**src/afe_div.sv**
```systemverilog
`timescale 1ns / 1ps
`default_nettype none

// Pipelined restoring divider, one quotient bit per stage. The starting
// remainder must be below the divisor; the low bits are shifted in MSB first.
module afe_div #(
  parameter int NB = 32,
  parameter int DW = 31,
  parameter int PW = 1
) (
  input  logic          clk_i,
  input  logic          rst_ni,
  input  logic          en_i,
  input  logic          valid_i,
  input  logic [DW-1:0] rem_i,
  input  logic [NB-1:0] low_i,
  input  logic [DW-1:0] den_i,
  input  logic [PW-1:0] pay_i,
  output logic          valid_o,
  output logic [NB-1:0] quo_o,
  output logic [PW-1:0] pay_o
);

  logic [NB-1:0] vld_q;
  logic [DW-1:0] rem_q [NB];
  logic [NB-1:0] sh_q  [NB];
  logic [DW-1:0] den_q [NB];
  logic [PW-1:0] pay_q [NB];

  for (genvar i = 0; i < NB; i++) begin : g_stage
    logic          v_in;
    logic [DW-1:0] rem_in;
    logic [NB-1:0] sh_in;
    logic [DW-1:0] den_in;
    logic [PW-1:0] pay_in;
    logic [DW:0]   trial;
    logic          ge;

    if (i == 0) begin : g_first
      assign v_in   = valid_i;
      assign rem_in = rem_i;
      assign sh_in  = low_i;
      assign den_in = den_i;
      assign pay_in = pay_i;
    end else begin : g_next
      assign v_in   = vld_q[i-1];
      assign rem_in = rem_q[i-1];
      assign sh_in  = sh_q[i-1];
      assign den_in = den_q[i-1];
      assign pay_in = pay_q[i-1];
    end

    assign trial = {rem_in, sh_in[NB-1]};
    assign ge    = trial >= {1'b0, den_in};

    always_ff @(posedge clk_i or negedge rst_ni) begin
      if (!rst_ni) begin
        vld_q[i] <= 1'b0;
      end else if (en_i) begin
        vld_q[i] <= v_in;
      end
    end

    always_ff @(posedge clk_i) begin
      if (en_i) begin
        rem_q[i] <= ge ? DW'(trial - {1'b0, den_in}) : trial[DW-1:0];
        sh_q[i]  <= {sh_in[NB-2:0], ge};
        den_q[i] <= den_in;
        pay_q[i] <= pay_in;
      end
    end
  end

  assign valid_o = vld_q[NB-1];
  assign quo_o   = sh_q[NB-1];
  assign pay_o   = pay_q[NB-1];

endmodule

`default_nettype wire

```
**config.mk**
```make
export PLATFORM = sky130hd
export DESIGN_NAME = afe_div
export DESIGN_NICKNAME = d
export VERILOG_FILES = /design/src/afe_div.sv
export SDC_FILE = /design/constraint.sdc
export NUM_CORES = 2
export LEC_CHECK = 0
export BUFFER_PORTS_ARGS = -buffer_cell sky130_fd_sc_hd__buf_4
export CAP_MARGIN = 20
export CELL_PAD_IN_SITES_DETAIL_PLACEMENT = 0
export CELL_PAD_IN_SITES_GLOBAL_PLACEMENT = 1
export CORE_ASPECT_RATIO = 2
export CORE_UTILIZATION = 57
export DETAILED_ROUTE_END_ITERATION = 10
export PLACE_DENSITY = 0.89
export REMOVE_ABC_BUFFERS = 1
export SYNTH_ARGS = -nofsm -noshare
export SYNTH_HDL_FRONTEND = slang
export SYNTH_SLANG_ARGS = --single-unit
```
**constraint.sdc**
```tcl
create_clock -name clk_i -period 11.2 [get_ports clk_i]
set_clock_uncertainty 0.2 [all_clocks]
set_input_delay 2.24 -clock clk_i [delete_from_list [all_inputs] [get_ports clk_i]]
set_output_delay 2.24 -clock clk_i [all_outputs]
set_load 0.1 [all_outputs]
```
==> metrics.cfg <==
[outcome]
status = complete, no violations

[pwr]
worst_ir_drop_vdd_mv = 0.1695
p_leak_uw = 0.06728
power_density_nw_per_um2 = 300.2

[die]
rows = 268
start_util_pct = 57.37
die_x_um = 368.0
die_y_um = 734.1
die_area_um2 = 270200
io_pins = 133
core_um2 = 266200

[yosys]
synth-main-ff-cell = edfxtp_1
synthCells = 12620
ys_ff_latch = 3010
synth_warnings = 0
syn_area_um2 = 152700
synth.avg_cell_area_um2 = 12.11
synth_edf_count = 2978
async_flop_share_pct = 1.063
seq_area_frac_synth_pct = 59.07
synth_cell_types = 95

[critical_path]
critPathSlowestCell = a21oi_1
startpoint_type = primary input
arrival_ns = 6.12
cpMostUsedCell = a21o_1
slowest_delay_ns = 0.51
cp.required_ns = 11.63
endpoint_kind = flop
worstSetupPathType = in -> reg
path_max_fanout = 57
path_cells = buf_4 -> ha_1 -> a21o_1 -> a21o_1 -> a21oi_1 -> o21a_1 -> o211ai_1 -> a21o_1 -> a211oi_1 -> and2_2 -> buf_4 -> inv_1 -> mux2_2

[clocking]
htree_levels = 5
clock_path_buffers = 4
cts_hold_buf = 0
ctsResizeCount = 0
clock-sinks = 3010
insertion_delay_ns = 0.91
cts_root_buf = clkbuf_16
postCtsSetupBuffers = 0
tritoncts = built
cts_buffers = 280
clk_pin_slew_ns = 0.07

[route]
drc_errors = 0
wirelength_mm = 405.3
avgRoutedWirePerCell_um = 24.40
ant_nets = 0
viasPerCell = 6.025
drt_first_iter_violations = 5999
vias = 100100
drt_pass1_iterations = 8

[timing]
rsz0062_at_grt = no
period_share_pct = 50.82
setup_viol = 0
period_minus_slack_ns = 5.692
worst_slew_pin_slew_ns = 1.286
fmax_mhz = 175.7
max-slew-margin-rel_pct = 14.26
setup-tns-final_ns = 0
final_hold_viol_count = 0
drv_slew = 0

[grt]
grt_pass1_vias = 108700
gr-total-overflow = 0
grt_usage_pct = 29.78
grt_pass1_wl_mm = 601.2
grt_antenna_before_repair = 10
grt_max_degree = 203

[final_layout]
fill_cells = 20060
ff_latch_area_um2 = 90230
multi_input_area_um2 = 56940
drive_gt1_share_pct = 8.127
area_growth_pct = 9.503
nNetsFinal = 14010
final_cell_mix = 2978 x edfxtp_1, 1263 x inv_1, 992 x ha_1, 968 x a21oi_1, 931 x nand2_1
final_common_cell = edfxtp_1
fin_area_um2 = 167300

[placed_design]
dpl.hpwl_mm = 306.5
gp_congestion = 0.9809
place_area_um2 = 158300
io_buffers = 132

[worst_hold_path]
hold_path.class = reg -> reg

[job]
drv_cap = 0

==> per-stage QoR <==
stage | cells | power (uW) | hold slack, ns | utilization [%] | setup WS [ns]
6_report | 16610 | 50210 | 0.1994 | 62.82 | 5.508
5_1_grt | 16610 | 52830 | 0.2147 | 62.82 | 5.198
4_1_cts | 16600 | 50080 | 0.2020 | 62.81 | 5.537
3_5_place_dp | 16110 | 40370 | 0.2045 | 59.47 | 4.596
3_3_place_gp | 16110 | 39520 | 0.2001 | 59.46 | 4.636
2_1_floorplan | 12360 | 32970 | 0.2003 | - | 5.412
==> report_power, final <==
| part | internal (uW) | switching [uW] | total, uW |
|---|---|---|---|
| Sequential | 16200 | 1390 | 17600 |
| Combinational | 8970 | 14000 | 23000 |
| Clock | 5280 | 4350 | 9630 |
| Total | 30500 | 19800 | 50200 |
==> routing by layer <==
metal | wire length [um] | part of all wire, % | GRT usage, % | vias up
met5 | 0 | 0 | 0 | -
met4 | 53790 | 13 | 34.10 | 0
met3 | 11650 | 2.9 | 3.667 | 1741
met2 | 242500 | 60 | 62.92 | 2839
met1 | 97270 | 24 | 18.41 | 48550
li1 | - | - | - | 46950
==> cells in the mapped netlist (all sizes together) (78+ instances only) <==
master,count,share of area [%]
a211oi,78,0.38
a21o,496,2.4
a21oi,974,3.2
a31oi,107,0.45
clkbuf,197,0.48
edfxtp,2978,59
ha,992,8.1
inv,1265,3.1
mux2,315,2.3
nand2,933,2.3
nand2b,149,0.61
nand3,145,0.48
nand4,162,0.66
nor2,659,1.6
nor2b,134,0.55
nor3,136,0.45
o21a,129,0.63
o21ai,879,2.9
o21bai,112,0.55
xnor2,457,2.6
xor2,327,1.9
==> critical path: cells and delay by family <==
| family | cells | cell delay (ns) |
|---|---|---|
| compound gates | 7 | 1.92 |
| mux | 1 | 0.38 |
| simple gates | 1 | 0.23 |
| buf+inv | 3 | 0.96 |
| fa+ha+maj | 1 | 0.38 |
==> registers in the layout, summed over array words and instances (netlist names) <==
name,count
valid_o,1
sh_q,1024
rem_q,961
pay_q,32
den_q,961
g_stage.v_in,31
==> kinds of logic after synthesis <==
| family | after synthesis | share of synthesized area (%) |
|---|---|---|
| compound gates | 3288 | 13.46 |
| flops | 3010 | 59.07 |
| simple gates | 2649 | 8.143 |
| buf+inv | 1523 | 3.803 |
| fa+ha+maj | 1023 | 8.532 |
| xor+xnor | 784 | 4.495 |
| mux | 340 | 2.493 |
==> worst paths after layout <==
path                                     to        start  cells past startpoint  slack (ns)
max in group asynchronous  g_stage[22].v_in       rst_ni                      1        9.45
setup reg to reg              rem_q[1][286]  sh_q[6][31]                     13        5.52
hold reg to reg                 sh_q[5][56]  sh_q[5][23]                      0        0.20
setup / recovery               rem_q[0][30]    rem_i[16]                     13        5.51
hold / removal                  sh_q[5][56]  sh_q[5][23]                      0        0.20
min in group asynchronous   g_stage[2].v_in       rst_ni                      1        1.06
==> area by class of cell <==
| type | count | area share [%] |
|---|---|---|
| diodes | 9 | 0.01346 |
| clock buffers | 331 | 4.393 |
| clock inverters | 156 | 0.9291 |
| inverters | 1266 | 2.841 |
| multi-input cells | 8084 | 34.04 |
| flip-flops and latches | 3010 | 53.94 |
| well taps | 3510 | 2.626 |
| repair buffers | 245 | 1.212 |
Note: power is estimated with default switching activity, not from simulation.
